<file path="src/hdl/wsfd_pkg.sv">
// Shared types and constants for the WebSocket frame deframer.
package wsfd_pkg;

  localparam int LEN_W = 63;

  // parser phases, one-hot
  typedef enum logic [4:0] {
    PH_HDR0 = 5'b00001,
    PH_HDR1 = 5'b00010,
    PH_EXT  = 5'b00100,
    PH_KEY  = 5'b01000,
    PH_DATA = 5'b10000
  } phase_t;

  // result kind codes
  localparam logic KIND_HEADER = 1'b0;
  localparam logic KIND_DATA   = 1'b1;

  // 7-bit length codes that select an extended length
  localparam logic [6:0] LEN_CODE_EXT16 = 7'd126;
  localparam logic [6:0] LEN_CODE_EXT64 = 7'd127;

  // header bytes still to come for each extended field
  localparam logic [3:0] EXT16_BYTES = 4'd2;
  localparam logic [3:0] EXT64_BYTES = 4'd8;
  localparam logic [3:0] KEY_BYTES   = 4'd4;

  typedef struct packed {
    logic             kind;
    logic             final_flag;
    logic [2:0]       reserved_bits;
    logic [3:0]       frame_opcode;
    logic             masked;
    logic [LEN_W-1:0] payload_length;
    logic [7:0]       data_out;
    logic             end_of_frame;
  } result_t;

endpackage

</file>
<file path="src/hdl/wsfd_parser.sv">
// Frame header parser and payload unmasker: state plus one-byte next-state logic.
module wsfd_parser import wsfd_pkg::*; (
  input  logic       clk,
  input  logic       rst,
  input  logic       step,
  input  logic [7:0] rx_byte,
  output logic       res_valid,
  output result_t    res
);

  phase_t           phase, phase_next;
  logic [3:0]       cnt, cnt_next;
  logic             fin, fin_next;
  logic [2:0]       rsv, rsv_next;
  logic [3:0]       opc, opc_next;
  logic             mask, mask_next;
  logic [LEN_W-1:0] len, len_next;
  logic [31:0]      key, key_next;
  logic [LEN_W-1:0] remain, remain_next;
  logic [1:0]       pos, pos_next;

  logic       len_done;
  logic       hdr_done;
  logic [7:0] key_byte;
  logic       eof;

  always_comb begin
    phase_next  = phase;
    cnt_next    = cnt;
    fin_next    = fin;
    rsv_next    = rsv;
    opc_next    = opc;
    mask_next   = mask;
    len_next    = len;
    key_next    = key;
    remain_next = remain;
    pos_next    = pos;
    len_done    = 1'b0;
    hdr_done    = 1'b0;
    key_byte    = 8'd0;
    eof         = 1'b0;
    res_valid   = 1'b0;
    res.kind    = KIND_HEADER;
    res.data_out     = 8'd0;
    res.end_of_frame = 1'b0;

    unique case (phase)
      PH_HDR0: begin
        fin_next   = rx_byte[7];
        rsv_next   = rx_byte[6:4];
        opc_next   = rx_byte[3:0];
        phase_next = PH_HDR1;
      end
      PH_HDR1: begin
        mask_next = rx_byte[7];
        len_next  = '0;
        if (rx_byte[6:0] == LEN_CODE_EXT16) begin
          cnt_next   = EXT16_BYTES;
          phase_next = PH_EXT;
        end else if (rx_byte[6:0] == LEN_CODE_EXT64) begin
          cnt_next   = EXT64_BYTES;
          phase_next = PH_EXT;
        end else begin
          len_next = LEN_W'(rx_byte[6:0]);
          len_done = 1'b1;
        end
      end
      PH_EXT: begin
        // the top bit of a 64-bit length falls off the 63-bit register
        len_next = {len[LEN_W-9:0], rx_byte};
        cnt_next = cnt - 4'd1;
        len_done = (cnt == 4'd1);
      end
      PH_KEY: begin
        key_next = {key[23:0], rx_byte};
        cnt_next = cnt - 4'd1;
        hdr_done = (cnt == 4'd1);
      end
      PH_DATA: begin
        if (mask) begin
          unique case (pos)
            2'd0: key_byte = key[31:24];
            2'd1: key_byte = key[23:16];
            2'd2: key_byte = key[15:8];
            2'd3: key_byte = key[7:0];
          endcase
        end
        eof         = (remain == LEN_W'(1));
        remain_next = remain - LEN_W'(1);
        pos_next    = pos + 2'd1;
        res_valid   = 1'b1;
        res.kind    = KIND_DATA;
        res.data_out     = rx_byte ^ key_byte;
        res.end_of_frame = eof;
        if (eof) begin
          phase_next = PH_HDR0;
        end
      end
      default: begin
        phase_next = PH_HDR0;
      end
    endcase

    if (len_done) begin
      if (mask_next) begin
        cnt_next   = KEY_BYTES;
        phase_next = PH_KEY;
      end else begin
        hdr_done = 1'b1;
      end
    end

    if (hdr_done) begin
      remain_next      = len_next;
      pos_next         = 2'd0;
      res_valid        = 1'b1;
      res.end_of_frame = (len_next == '0);
      phase_next       = (len_next == '0) ? PH_HDR0 : PH_DATA;
    end

    res.final_flag     = fin_next;
    res.reserved_bits  = rsv_next;
    res.frame_opcode   = opc_next;
    res.masked         = mask_next;
    res.payload_length = len_next;
  end

  always_ff @(posedge clk) begin
    if (rst) begin
      phase <= PH_HDR0;
      cnt   <= 4'd0;
      pos   <= 2'd0;
    end else if (step) begin
      phase <= phase_next;
      cnt   <= cnt_next;
      pos   <= pos_next;
    end
  end

  always_ff @(posedge clk) begin
    if (step) begin
      fin    <= fin_next;
      rsv    <= rsv_next;
      opc    <= opc_next;
      mask   <= mask_next;
      len    <= len_next;
      key    <= key_next;
      remain <= remain_next;
    end
  end

  a_eof_returns_to_header: assert property (@(posedge clk) disable iff (rst)
    step && res_valid && res.end_of_frame |=> phase == PH_HDR0)
    else $error("frame end did not return to header phase");

  a_header_last_iff_empty: assert property (@(posedge clk) disable iff (rst)
    res_valid && res.kind == KIND_HEADER |->
      res.end_of_frame == (res.payload_length == '0))
    else $error("header end flag disagrees with length");

  a_data_phase_remaining: assert property (@(posedge clk) disable iff (rst)
    step && res_valid && res.kind == KIND_HEADER && !res.end_of_frame
      |=> phase == PH_DATA && remain != '0)
    else $error("payload phase entered with nothing remaining");

endmodule

</file>
<file path="src/hdl/websocket_frame_deframer.sv">
// WebSocket frame deframer top level: input register, parser, result register.
//
//  channel | dir | tdata                          | tuser | tlast
//  s_*     | in  | rx_byte                        | -     | -
//  m_*     | out | fin,rsv,opcode,mask,len,data   | kind  | end_of_frame
//
// One byte per cycle while m_tready is high (m_tready low stalls the input); a
// byte is held in the input register until it advances through the parser,
// and its result is loaded into the result register and offered on m_*.
// Header bytes other than the last produce no result.
// rst is synchronous and clears the parser phase and the valid flags.
// s_tready stays high while the result register is empty or being drained.
module websocket_frame_deframer import wsfd_pkg::*; (
  input  logic        clk,
  input  logic        rst,
  input  logic        s_tvalid,
  output logic        s_tready,
  input  logic [7:0]  s_tdata,   // [7:0] rx_byte
  output logic        m_tvalid,
  input  logic        m_tready,
  output logic [79:0] m_tdata,   // [0] final_flag, [3:1] reserved_bits,
                                 // [7:4] frame_opcode, [8] masked,
                                 // [71:9] payload_length, [79:72] data_out
  output logic        m_tuser,   // [0] kind
  output logic        m_tlast    // end_of_frame
);

  logic       in_valid;
  logic [7:0] in_byte;
  logic       advance;
  logic       res_valid;
  result_t    res;

  assign advance  = in_valid && (!m_tvalid || m_tready);
  assign s_tready = !in_valid || advance;

  always_ff @(posedge clk) begin
    if (rst) begin
      in_valid <= 1'b0;
    end else if (s_tvalid && s_tready) begin
      in_valid <= 1'b1;
    end else if (advance) begin
      in_valid <= 1'b0;
    end
  end

  always_ff @(posedge clk) begin
    if (s_tvalid && s_tready) begin
      in_byte <= s_tdata;
    end
  end

  wsfd_parser u_parser (
    .clk       (clk),
    .rst       (rst),
    .step      (advance),
    .rx_byte   (in_byte),
    .res_valid (res_valid),
    .res       (res)
  );

  always_ff @(posedge clk) begin
    if (rst) begin
      m_tvalid <= 1'b0;
    end else if (advance) begin
      m_tvalid <= res_valid;
    end else if (m_tready) begin
      m_tvalid <= 1'b0;
    end
  end

  always_ff @(posedge clk) begin
    if (advance) begin
      m_tdata <= {res.data_out, res.payload_length, res.masked,
                  res.frame_opcode, res.reserved_bits, res.final_flag};
      m_tuser <= res.kind;
      m_tlast <= res.end_of_frame;
    end
  end

  a_ready_when_empty: assert property (@(posedge clk) disable iff (rst)
    !m_tvalid |-> s_tready)
    else $error("input stalled with empty result register");

  a_input_held: assert property (@(posedge clk) disable iff (rst)
    in_valid && !advance |=> in_valid && $stable(in_byte))
    else $error("stalled input byte lost");

  a_input_captured: assert property (@(posedge clk) disable iff (rst)
    s_tvalid && s_tready |=> in_valid)
    else $error("accepted byte not registered");

endmodule
</file>
<file path="config.mk">
export PLATFORM = sky130hd
export DESIGN_NAME = websocket_frame_deframer
export DESIGN_NICKNAME = d
export VERILOG_FILES = /design/src/hdl/wsfd_pkg.sv /design/src/hdl/wsfd_parser.sv /design/src/hdl/websocket_frame_deframer.sv
export SDC_FILE = /design/constraint.sdc
export NUM_CORES = 1
export LEC_CHECK = 0
export ABC_AREA = 1
export BUFFER_PORTS_ARGS = -buffer_cell sky130_fd_sc_hd__clkbuf_2
export CORE_UTILIZATION = 55
export CTS_CLUSTER_SIZE = 14
export DETAILED_ROUTE_END_ITERATION = 7
export PLACE_DENSITY = 0.72
export REMOVE_ABC_BUFFERS = 1
export SYNTH_ARGS = -nofsm -noshare
export SYNTH_HDL_FRONTEND = slang
export SYNTH_HIERARCHICAL = 1
export SYNTH_SLANG_ARGS = --single-unit
</file>
<file path="constraint.sdc">
create_clock -name clk -period 20.5 [get_ports clk]
set_input_delay 0 -clock clk [delete_from_list [all_inputs] [get_ports clk]]
set_output_delay 0 -clock clk [all_outputs]
set_load 0.005 [all_outputs]
</file>
==> results.txt <==
----------------------------------------------------
[Synth]
  Share of async-settable or async-resettable flops after synthesis ... 0
  Flip-flop cell with the highest count after synthesis ... edfxtp_1
  Number of storage elements in the synthesis netlist ... 270
  Cell count after synthesis ... 1260
  Count of different cell masters after synthesis ... 46
  Summed instance area of the synthesized netlist ... 0.0128 mm^2
  Number of warnings printed during yosys synthesis ... 6
  Number of synthesized flops with an enable pin ... 257
  Average cell area after synthesis ... 10.2 um^2
  Proportion of synthesized chip area in sequential cells ... 0.622

[GRT]
  Pin count of the biggest net entering global routing ... 77
  Antenna violations before repair ... 0
  Total routing usage reported by global routing ... 0.246
  Wire length of the first global-routing pass ... 45700 um
  Vias in the first global route ... 8517
  Overflow left after global routing ... 0

[Power and ir drop]
  Pwr Density ... 81.8 mW/mm^2
  Internal power ... 943 uW
  Clock power frac ... 0.436
  Worst voltage drop across the vdd grid ... 0.0744 mV
  Logic pwr share ... 0.038
  Static leakage ... 0.00562 uW
  Share of total power consumed by net switching ... 0.210
  Sequential share of power ... 0.526
  Net switching power of the design ... 251 uW

[Run]
  Count of maximum capacitance violations ... 0

[Die]
  Initial core utilization ... 0.563
  Die W ... 155 um
  Boundary pin count ... 96
  Die height ... 155 um
  Die footprint ... 0.0239 mm^2
  Row cnt ... 55
  Placeable Area ... 0.0228 mm^2

[Detailed routing]
  DRC violations left ... 0
  Vias post-DR ... 9204
  WL/cell ... 17.1 um
  Number of nets still failing antenna checks after routing ... 0
  Router iterations before antenna repair ... 5
  WL final ... 29000 um
  Vias per std cell ... 5.42
  Initial drt markers ... 706

[CTS]
  Clock latency at the later pin of the worst-skew pair ... 0.56 ns
  Total number of clock tree sinks ... 270
  Number of levels in the clock H-tree ... 1
  TritonCTS buffer count ... 29
  Deepest clock path buffer count ... 3
  Library cell used as clock root buffer ... clkbuf_16
  Clock tree from TritonCTS ... done
  Clock transition at path regs ... 0.06 ns

[Critical path]
  Arrival time of data at the critical path endpoint ... 4.00 ns
  Type of origin of the critical path ... flop
  Path type of the worst setup path ... reg2reg
  Worst-path maximum fanout ... 70
  Capturing element type of the critical path ... flop
  CP required ... 20.67 ns

[Layout]
  Proportion of layout cells with a drive suffix above 1 ... 0.172
  Number of fill cells in the layout ... 1802
  Commonest cells after routing, fill and taps aside ... nand2_1, edfxtp_1, nor2_1
  Layout overhead on the synthesized area ... 13.8%
  Antenna cell count ... 0
  Layout Cell Area excl Fill ... 0.0146 mm^2
  Post-layout utilization of the core ... 0.641
  Post-layout nets ... 1384
  Cell Count, Final, Fillers Out ... 1698
  Leading cell type in the layout, fill and taps excluded ... nand2_1

[Placement]
  Count of buffers from port buffering ... 95
  Weighted congestion reported at the end of routability-driven placement ... 0.898
  Instance area at placement ... 0.0135 mm^2
  Setup slack at placement ... 16.64 ns
  Detailed placer's ending HPWL ... 19600 um
  Placed instance count ... 1633

[STA]
  Highest achievable clock rate ... 261 MHz
  Unrepaired setup endpoints after global routing ... false
  Post-route setup slack ... 16.67 ns
  Final setup vio count ... 0
  Count of pins over their slew limit ... 0
  Final hold vios ... 0
  Final critical-path share of the clock period ... 0.187
  Normalized max-slew margin ... 0.375
  Time the worst path needs with I/O delays and setup ... 3.83 ns
  Total negative slack for setup checks ... 0 ns
  Transition time at the pin with the least slew margin ... 0.937 ns
  Max Clock Skew ... 0.0184 ns

[Hold path]
  Type of the worst min-delay path ... in2reg

[Outcome]
  Outcome ... finished clean

----------------------------------------------------
==> repair_timing <==
item	in CTS	in global routing
resized for setup	0	0
hold buffers	13	0
setup buffers	0	0
hold endpoints to repair	29	0
==> critical path, cell delays in order (launching register included) <==
cell     delay [ns]
dfxtp_1        0.35
nor2_2         0.19
nand3_4        0.64
o21ai_2        0.50
nand2_2        0.10
nand2_4        0.54
inv_2          0.08
nand2_2        0.09
nand2_1        0.09
inv_2          0.08
buf_4          0.68
==> cells in the mapped netlist (2+ instances only) <==
cell type,count,area share
nand4_2,2,0.0020
buf_4,5,0.0029
inv_1,79,0.023
nor3_1,16,0.0062
or2_1,2,0.00098
nand2_4,2,0.0018
nand4_1,6,0.0029
buf_6,6,0.0053
a21oi_1,32,0.012
nand2_1,368,0.11
nor4_1,3,0.0015
buf_2,16,0.0062
nand3_2,20,0.016
or2_2,19,0.0093
o21a_1,2,0.0012
nand3_4,2,0.0027
clkbuf_1,11,0.0032
a31oi_1,20,0.0098
ha_1,8,0.0078
nor2_4,8,0.0070
edfxtp_1,257,0.60
dfxtp_1,13,0.020
inv_2,8,0.0023
nor2_2,9,0.0044
nand2_2,18,0.0088
o211ai_1,2,0.0012
xnor2_1,22,0.015
o21ai_0,43,0.017
xor2_1,26,0.018
a21boi_0,2,0.0012
buf_1,3,0.00088
nor2_1,148,0.043
nand3_1,69,0.027
==> kinds of logic after synthesis <==
| kind of cell | Yosys count | share of synthesized area |
|---|---|---|
| AND/OR/NAND/NOR | 694 | 0.244 |
| flip-flops | 270 | 0.622 |
| buffers and inverters | 128 | 0.0440 |
| AO/OA/AOI/OAI | 112 | 0.0494 |
| XOR/XNOR | 48 | 0.0328 |
| adder cells (fa/ha/maj) | 8 | 0.00781 |
==> layer usage <==
metal	wire [um]	GRT usage	up-vias	part of all wire
met1	13000	0.350	4355	0.45
met4	597	0.0684	0	0.021
met3	1840	0.0375	44	0.063
li1	-	-	4469	-
met5	0	0	-	0
met2	13600	0.396	336	0.47
==> power groups by stage <==
stage               registers (uW)  clock network (uW)  logic [uW]
floorplan                      644                   0        24.5
global placement               639                   0        42.9
detailed placement             640                   0        43.4
CTS                            628                 529        45.6
global route                   629                 550        50.4
finish                         628                 520        45.4
==> sequential cells by signal, indices dropped and copies added, names as in the netlist, 2 cells and up <==
name / flops
in_byte: 8
u_parser/pos: 2
u_parser/key: 32
m_tdata: 80
u_parser/remain: 63
u_parser/cnt: 4
u_parser/rsv: 3
u_parser/len: 63
u_parser/phase: 5
u_parser/opc: 4
==> path summary, 6_finish.rpt <==
| kind | start | end | slack (ns) | depth (start not counted) |
|---|---|---|---|---|
| min | s_tdata[5] | in_byte[5] | 0.16 | 2 |
| max reg2reg | u_parser/phase[1] | u_parser/remain[30] | 16.67 | 10 |
| max | u_parser/phase[1] | u_parser/remain[30] | 16.67 | 10 |
| min reg2reg | u_parser/key[14] | u_parser/key[22] | 0.45 | 0 |
==> metrics by stage <==
stage                     total power, uW  hold WS [ns]
after floorplan                       668        0.0624
after global placement                682         0.177
after detailed placement              683         0.179
after CTS                            1200         0.141
after global routing                 1230         0.153
final                                1190         0.160
==> final cells by class <==
class / count / area [um^2] / share of cell area
inverter: 87 / 327 / 0.0224
tap: 313 / 392 / 0.0268
sequential: 270 / 7980 / 0.547
clock buffer: 33 / 741 / 0.0508
timing repair buffer: 114 / 651 / 0.0446
multi-input combinational: 862 / 4300 / 0.295
clock inverter: 19 / 204 / 0.0140
(Power assumes the default switching activity.)
